[config.mk]
export PLATFORM = sky130hd
export DESIGN_NAME = tpfr_parser
export DESIGN_NICKNAME = d
export VERILOG_FILES = /design/src/tpfr_pkg.sv /design/src/tpfr_parser.sv
export SDC_FILE = /design/constraint.sdc
export NUM_CORES = 1
export LEC_CHECK = 0
export ABC_AREA = 1
export BUFFER_PORTS_ARGS = -buffer_cell sky130_fd_sc_hd__clkbuf_2
export CAP_MARGIN = 20
export CORE_MARGIN = 4
export CORE_UTILIZATION = 36
export CTS_CLUSTER_DIAMETER = 40
export DETAILED_ROUTE_END_ITERATION = 16
export GPL_TIMING_DRIVEN = 0
export PLACE_DENSITY_LB_ADDON = 0.1
export SLEW_MARGIN = 20
export SYNTH_ARGS = -nofsm -noshare
export SYNTH_HDL_FRONTEND = slang
export SYNTH_SLANG_ARGS = --single-unit
[constraint.sdc]
create_clock -name clk -period 3.02 [get_ports clk]
set_clock_uncertainty 0.15 [all_clocks]
set_input_delay 0.604 -clock clk [delete_from_list [all_inputs] [get_ports clk]]
set_output_delay 0.604 -clock clk [all_outputs]
set_load 0.05 [all_outputs]
[src/tpfr_pkg.sv]
`timescale 1ns / 1ps
`default_nettype none
// ----------------------------------------------------------------------------
// tpfr_pkg
// shared types, codes and the crc step of the typed packet frame receiver
// ----------------------------------------------------------------------------
package tpfr_pkg;

    localparam int PAYLOAD_DEPTH_DEF = 256;

    localparam logic [7:0]  HDR_FIRST  = 8'hA5;
    localparam logic [7:0]  HDR_SECOND = 8'h5A;
    localparam logic [7:0]  TAIL_BYTE  = 8'hFF;
    localparam logic [15:0] CRC_INIT   = 16'hFFFF;
    localparam logic [15:0] CRC_POLY   = 16'hA001;

    localparam logic [2:0] ST_NONE     = 3'd0;
    localparam logic [2:0] ST_ACCEPTED = 3'd1;
    localparam logic [2:0] ST_LEN_BAD  = 3'd2;
    localparam logic [2:0] ST_CMD_BAD  = 3'd3;
    localparam logic [2:0] ST_CRC_BAD  = 3'd4;

    localparam logic [2:0] TYPE_BOOL  = 3'd0;
    localparam logic [2:0] TYPE_INT8  = 3'd1;
    localparam logic [2:0] TYPE_INT16 = 3'd2;
    localparam logic [2:0] TYPE_INT32 = 3'd3;
    localparam logic [2:0] TYPE_FP32  = 3'd4;

    localparam logic [2:0] REG_EXPECTED_COMMAND = 3'd0;
    localparam logic [2:0] REG_BOOL_COUNT       = 3'd1;
    localparam logic [2:0] REG_BYTE_COUNT       = 3'd2;
    localparam logic [2:0] REG_HALF_COUNT       = 3'd3;
    localparam logic [2:0] REG_WORD_COUNT       = 3'd4;
    localparam logic [2:0] REG_FLOAT_COUNT      = 3'd5;

    localparam logic [0:0] KIND_BYTE = 1'b0;
    localparam logic [0:0] KIND_READ = 1'b1;

    typedef struct packed {
        logic [0:0]  kind;
        logic [7:0]  rx_byte;
        logic [2:0]  elem_type;
        logic [10:0] elem_index;
    } tpfr_in_t;

    typedef struct packed {
        logic [2:0]         status;
        logic signed [31:0] value;
        logic               in_range;
    } tpfr_out_t;

    function automatic logic [15:0] crc_step(input logic [15:0] crc_in,
                                             input logic [7:0] b);
        logic [15:0] c;
        c = crc_in ^ {8'h00, b};
        for (int k = 0; k < 8; k++)
        begin
            if (c[0])
                c = (c >> 1) ^ CRC_POLY;
            else
                c = c >> 1;
        end
        return c;
    endfunction

endpackage
`default_nettype wire

[src/tpfr_parser.sv]
`timescale 1ns / 1ps
`default_nettype none
// ----------------------------------------------------------------------------
// tpfr_parser
// header hunt, length/command checks, payload crc and bank selection
// ----------------------------------------------------------------------------
module tpfr_parser #(
    parameter int PAYLOAD_DEPTH = tpfr_pkg::PAYLOAD_DEPTH_DEF,
    parameter int AW            = $clog2(2 * PAYLOAD_DEPTH)
) (
    input  wire logic          clk,
    input  wire logic          rst_n,
    input  wire logic          byte_valid,
    input  wire logic [7:0]    rx_byte,
    input  wire logic [10:0]   req_len,
    input  wire logic [7:0]    expected_command,
    output logic      [2:0]    status,
    output logic               wr_en,
    output logic      [AW-1:0] wr_addr,
    output logic      [7:0]    wr_data,
    output logic               accepted_bank
);

    localparam logic [1:0] PH_HUNT  = 2'd0;
    localparam logic [1:0] PH_HDR2  = 2'd1;
    localparam logic [1:0] PH_FRAME = 2'd2;
    localparam logic [AW-1:0] BANK_OFS = AW'(PAYLOAD_DEPTH);
    localparam logic [8:0]    DEPTH9   = 9'(PAYLOAD_DEPTH);

    logic [1:0]  phase_reg, phase_next;
    logic [8:0]  pos_reg, pos_next;
    logic [7:0]  len_reg, len_next;
    logic [7:0]  cmd_reg, cmd_next;
    logic [15:0] crc_reg, crc_next;
    logic [7:0]  crch_reg, crch_next;
    logic        bank_reg, bank_next;
    logic [8:0]  off;

    assign off           = pos_reg - 9'd4;
    assign accepted_bank = bank_reg;
    assign wr_data       = rx_byte;
    assign wr_addr       = (bank_reg ? '0 : BANK_OFS) + off[AW-1:0];

    always_comb
    begin
        phase_next = phase_reg;
        pos_next   = pos_reg;
        len_next   = len_reg;
        cmd_next   = cmd_reg;
        crc_next   = crc_reg;
        crch_next  = crch_reg;
        bank_next  = bank_reg;
        status     = tpfr_pkg::ST_NONE;
        wr_en      = 1'b0;
        if (byte_valid)
        begin
            if (phase_reg == PH_HDR2 && rx_byte == tpfr_pkg::HDR_SECOND)
            begin
                phase_next = PH_FRAME;
                pos_next   = 9'd2;
                crc_next   = tpfr_pkg::CRC_INIT;
            end
            else if (phase_reg != PH_FRAME)
            begin
                // wrong second header byte is re-examined as a first one
                phase_next = (rx_byte == tpfr_pkg::HDR_FIRST) ? PH_HDR2 : PH_HUNT;
            end
            else if (pos_reg == 9'd2)
            begin
                len_next = rx_byte;
                if (req_len != {3'b000, rx_byte})
                begin
                    status     = tpfr_pkg::ST_LEN_BAD;
                    phase_next = PH_HUNT;
                    pos_next   = '0;
                    crc_next   = tpfr_pkg::CRC_INIT;
                end
                else
                begin
                    pos_next = 9'd3;
                end
            end
            else if (pos_reg == 9'd3)
            begin
                cmd_next = rx_byte;
                pos_next = 9'd4;
            end
            else
            begin
                pos_next = pos_reg + 9'd1;
                if (off < {1'b0, len_reg})
                begin
                    wr_en    = (off < DEPTH9);
                    crc_next = tpfr_pkg::crc_step(crc_reg, rx_byte);
                end
                else if (off == {1'b0, len_reg})
                begin
                    crch_next = rx_byte;
                end
                else if (off == {1'b0, len_reg} + 9'd1)
                begin
                    crc_next = crc_reg ^ {crch_reg, rx_byte};
                end
                else
                begin
                    if (cmd_reg != expected_command)
                        status = tpfr_pkg::ST_CMD_BAD;
                    else if (crc_reg != 16'h0000 || rx_byte != tpfr_pkg::TAIL_BYTE)
                        status = tpfr_pkg::ST_CRC_BAD;
                    else
                    begin
                        status    = tpfr_pkg::ST_ACCEPTED;
                        bank_next = ~bank_reg;
                    end
                    phase_next = PH_HUNT;
                    pos_next   = '0;
                    crc_next   = tpfr_pkg::CRC_INIT;
                end
            end
        end
    end

    always_ff @(posedge clk or negedge rst_n)
    begin
        if (!rst_n)
        begin
            phase_reg <= PH_HUNT;
            pos_reg   <= '0;
            len_reg   <= '0;
            cmd_reg   <= '0;
            crc_reg   <= tpfr_pkg::CRC_INIT;
            crch_reg  <= '0;
            bank_reg  <= 1'b0;
        end
        else
        begin
            phase_reg <= phase_next;
            pos_reg   <= pos_next;
            len_reg   <= len_next;
            cmd_reg   <= cmd_next;
            crc_reg   <= crc_next;
            crch_reg  <= crch_next;
            bank_reg  <= bank_next;
        end
    end

endmodule
`default_nettype wire

== Word-level counts from Yosys, hierarchy flattened ==
Index checks and enable logic that the tools add are counted.
Cells by class
  add/sub/neg operators: 4
  $lt $le $gt $ge: 2
  equal/unequal tests: 20
  multiplexer cells: 93
  bitwise gates (word level): 20
  reductions and logical operators: 10
Operator list (number)
  16-bit 2-to-1 mux: 58
  9-bit 2-to-1 mux: 8
  3-bit 2-to-1 mux: 10
  2-bit inverter with 3-bit output: 8
  2-bit 2-to-1 mux: 10
  4-bit inequality test, second input constant: 5
  9-bit by 2-bit == test with 1-bit output, second input constant: 2
  16-bit nonzero test: 1
  16-bit XOR: 1
  16-bit by 8-bit XOR with 16-bit output: 1
  11-bit by 8-bit inequality test with 1-bit output: 1
  1-bit inverter: 10
  10-bit AND reduction: 1
  5-bit AND reduction: 2
  8-bit by 1-bit adder with 9-bit output, second input constant: 1
  9-bit by 1-bit adder with 9-bit output, second input constant: 1
  9-bit adder: 1
  9-bit by 8-bit == test with 1-bit output: 1
  9-bit == test: 1
  9-bit by 8-bit less-than comparator with 1-bit output: 1
  9-bit less-than comparator, second input constant: 1
  9-bit by 3-bit subtractor with 9-bit output, second input constant: 1
  8-bit by 7-bit == test with 1-bit output, second input constant: 1
  8-bit == test, second input constant: 1
  other kinds (14): 21
Storage, ports and cells
  register bits after elaboration: 52
  bits of input ports: 30
  output and inout bits: 22
  word-level logic and storage cells: 156

== Logic depth before layout (Yosys ltp) ==
  depth in word-level cells: 64
  gate-level depth with buffers: 18
  gate-level depth less buffers: 17

== Worst setup path after synthesis ==
Ideal clock, no wire load.
  path type: reg2out
  start: reg pos_reg[2]
  end: out status[2]
  arrival time: 3.978 ns
  required time: 2.266 ns
  slack: -1.712 ns
  cell stages (with the launch flop): 16
  path buffers: 0
  cells stage by stage: dfrtp_1 inv_2 ha_1 xor2_1 ha_1 nand2_1 nor3b_1 nand2_1 nor2_1 inv_1 nand2_1 nor2_1 nand2_1 inv_1 nand2_1 nor3_1
On the way
  cells in the longest elaborated chain, start to end: 10
  elaborated cells between the ends (all ways): 14
  those cells by class: add/sub: 1; order compare: 1; eq/ne: 4; mux: 8
Ends and longest elaborated chain
  from (decl): RTL line tpfr_parser.sv:31  | logic [8:0] pos_reg, pos_next;
  from (signal assigned): RTL line tpfr_parser.sv:138  | pos_reg <= pos_next;
  branches (longest 6 deep; another with 9-bit by 3-bit subtractor with 9-bit output)
  3-bit 2-to-1 mux (*): RTL line tpfr_parser.sv:68  | else if (pos_reg == 9'd2)
  3-bit 2-to-1 mux (*): RTL line tpfr_parser.sv:63  | else if (phase_reg != PH_FRAME)
  3-bit 2-to-1 mux (*): RTL line tpfr_parser.sv:57  | if (phase_reg == PH_HDR2 && rx_byte == tpfr_pkg::HDR_SECOND)
  3-bit 2-to-1 mux (*): RTL line tpfr_parser.sv:55  | if (byte_valid)
  to (decl): RTL line tpfr_parser.sv:17  | output logic [2:0] status,
Mark *: on every way between the ends.

== Worst setup path in the final report ==
Ends and elaborated chain as after synthesis.

==> results.md <==
- Status: finished with violations
- Reg-to-reg slack, setup: -0.32 ns
- Initial drt markers: 169
- Clock Power Share: 0.362
- Slew Limit Fails: 0
- GRT Total Usage: 0.198
- Crit path max fanout: 4
- Syn_nets: 633
- Sequential power share: 0.386
- Worst setup path startpoint: pos_reg[2]
- CTS tree: built
- DR vias: 4084
- Post-Route Setup TNS: -2.04 ns
- Comb pwr share: 0.252
- Clk_lat worst skew: 0.30 ns
- Crit path time final: 3.41 ns
- Fraction of layout cells with a size suffix above 1: 0.316
- Max_slew headroom: 0.495
- Largest net degree at the start of global routing: 53
- Area grow syn2layout: 32.2%
- Count of final setup violators: 6
- I/O pin count: 52
- CP Data Required Time: 2.27 ns
- Final hold vios: 0
- Fin nets: 724
- MaxCap Viol Count: 0
- Switching Fraction: 0.312
- Power Density: 352 mW/mm^2
- Remaining DRCs: 0
- Sequential area share after synthesis: 0.319
- Min-delay worst type: input pin to asynchronous set/reset pin
- Failing checks: setup timing
- WS Path Type: flip-flop to output port
- Finished Layout Cells: 821
- GRT overflow: 0
- Setup slack at placement: -0.543 ns
- Die area: 0.0133 mm^2
- Switch Pwr: 600 uW
- Post-synthesis cell area: 0.00414 mm^2
- Worst slew pin tran: 0.757 ns
- Yosys warns: 0
- CP Capture Point: status[2]
- VDD IR max: 0.213 mV
- Die Span Y: 115 um
- CTS Buf Count: 5
- Crit path DAT: 2.66 ns
- Initial antenna violation count: 0
- CTS Buffer Depth: 2
- Vias in the first global route: 4116
- RSZ-0062 raised after global routing: yes
- Reg area: 0.00133 mm^2
- Core Box Area: 0.0110 mm^2
- Final Instance Area: 0.00547 mm^2
- DP Cell Count: 779
- Reg-to-Reg End: phase_reg[0]
- IO buf count: 50
- Reg-to-Reg Start: pos_reg[2]
- Filler cell count: 1099
- Cell Rows: 38
- Register bit count reported by yosys: 52
- Synth cell types: 37
- Placed Area: 0.00478 mm^2
- Post-route ant nets: 0
- Max FFs per register: 16
- CTS root buf: clkbuf_16
- First-pass GRT wire length: 20700 um
- Mean Syn Cell Area: 7.03 um^2
- Worst Setup Slack, final: -0.391 ns
- Achievable frequency: 293 MHz
- Die Width: 115 um
- Cell count after synthesis: 589
- Post-DP HPWL: 9390 um
- GPL Wtd Cong: 0.866
- CTS H-tree lvls: 2
- Starting Density: 0.375
- Final Cycle Share: 1.13
- Int Power: 1.32 mW
- # clock sinks: 52
- Routed Wire Length: 12500 um
- Vias per inst: 4.97
- Worst Setup Start Kind: flip-flop
- Register clock-pin slew on the reported worst setup and hold paths: 0.07 ns
- Fin util: 0.496
- Ant diodes: 0
- Wirelength per Cell: 15.2 um
- R2R depth: 24
- First-pass DRT Iterations: 4
- Area taken by multi-input logic gates: 0.00271 mm^2
- Crit end category: output port
- Leakage: 2.67 nW
==> routing by layer <==
layer / up-vias / GRT usage / share of wire
li1: 2094 / - / -
met5: - / 0 / 0
met2: 98 / 0.321 / 0.46
met1: 1879 / 0.282 / 0.47
met4: 0 / 0.0469 / 0.015
met3: 13 / 0.0253 / 0.055
==> cell families after synthesis <==
family	share of synthesized area
compound gates	0.115
xor+xnor	0.0925
fa+ha+maj	0.0423
buf+inv	0.103
flops	0.319
simple gates	0.327
==> power groups by stage <==
| stage | Clock [mW] | Sequential (mW) | Combinational, mW |
|---|---|---|---|
| after floorplan | 0 | 0.750 | 0.292 |
| after global placement | 0 | 0.755 | 0.404 |
| after detailed placement | 0 | 0.756 | 0.409 |
| after CTS | 0.712 | 0.742 | 0.467 |
| after global routing | 0.739 | 0.745 | 0.531 |
| final | 0.697 | 0.742 | 0.485 |
==> cells in the mapped netlist <==
library cell	count	area, um^2
a211oi_1	1	7.51
a21oi_1	29	145
a21oi_2	11	96.3
and3_1	2	12.5
and3b_1	1	8.76
buf_2	12	60.1
buf_4	12	90.1
buf_6	1	11.3
clkbuf_1	1	3.75
dfrtp_1	36	901
dfstp_2	16	420
ha_1	14	175
inv_1	65	244
inv_2	5	18.8
nand2_1	166	623
nand2_2	6	37.5
nand3_1	32	160
nand3_2	2	20.0
nand4_1	25	156
nor2_1	40	150
nor2_2	3	18.8
nor2_4	1	11.3
nor3_1	7	35.0
nor3_2	1	10.0
nor3_4	1	16.3
nor3b_1	1	7.51
nor4_1	6	37.5
o21a_1	1	7.51
o21ai_0	29	145
o21ai_1	4	20.0
o21ai_2	2	17.5
o22ai_1	6	37.5
or2_2	8	50.1
xnor2_1	21	184
xnor2_2	1	16.3
xor2_1	19	166
xor2_2	1	16.3
==> placed cells by master (no fill, tap or decap), drive strengths merged, types with 2 or more instances in the layout <==
| master | n |
|---|---|
| dfstp | 16 |
| o22ai | 6 |
| inv | 69 |
| xnor2 | 22 |
| or2 | 8 |
| xor2 | 20 |
| buf | 62 |
| o21ai | 35 |
| nand4 | 25 |
| nor3 | 9 |
| a21oi | 40 |
| nor2 | 44 |
| clkbuf | 54 |
| and3 | 2 |
| nand2 | 172 |
| nand3 | 34 |
| dfrtp | 36 |
| nor4 | 6 |
| ha | 14 |
==> cell type report <==
class	count	share of cell area
Multi-Input combinational cell	441	0.496
Sequential cell	52	0.242
Timing Repair Buffer	85	0.111
Inverter	70	0.0514
Buffer	25	0.0350
Tap cell	140	0.0320
Clock buffer	6	0.0254
Clock inverter	2	0.00709
==> what timing repair did <==
| item | in CTS | in global routing |
|---|---|---|
| buffers inserted | 24 | 10 |
| hold endpoints to repair | 0 | 0 |
| setup endpoints to repair | 14 | 16 |
| gates cloned | 0 | 2 |
| pin swaps | 13 | 7 |
| gates resized for setup | 31 | 25 |
| hold buffers | 0 | 0 |
==> through the flow <==
step	power, mW	hold WS [ns]
after detailed placement	1.17	0.335
after global routing	2.01	0.308
after floorplan	1.04	0.158
final	1.92	0.235
after CTS	1.92	0.286
after global placement	1.16	0.324
==> worst max-delay path, cell delays in order, from the launching register on <==
cell     delay, ns
dfrtp_2       0.45
inv_8         0.09
ha_4          0.16
nand2_4       0.07
xor2_4        0.19
inv_4         0.06
ha_4          0.26
and3_4        0.21
nand2_4       0.06
nand2_4       0.09
nand2_4       0.06
nor2_4        0.13
nand2_2       0.07
inv_2         0.07
nand2_4       0.06
nor3_4        0.15
buf_8         0.17
==> worst min-delay path by stage <==
stage | from | end | cells past startpoint
after global routing | rst_n | accepted_bank | 1
after floorplan | rst_n | accepted_bank | 0
after detailed placement | cmd_reg[4] | cmd_reg[4] | 2
after CTS | rst_n | cmd_reg[5] | 1
after global placement | cmd_reg[3] | cmd_reg[3] | 2
final | rst_n | cmd_reg[7] | 1
Note: power is estimated with default switching activity, not from simulation.
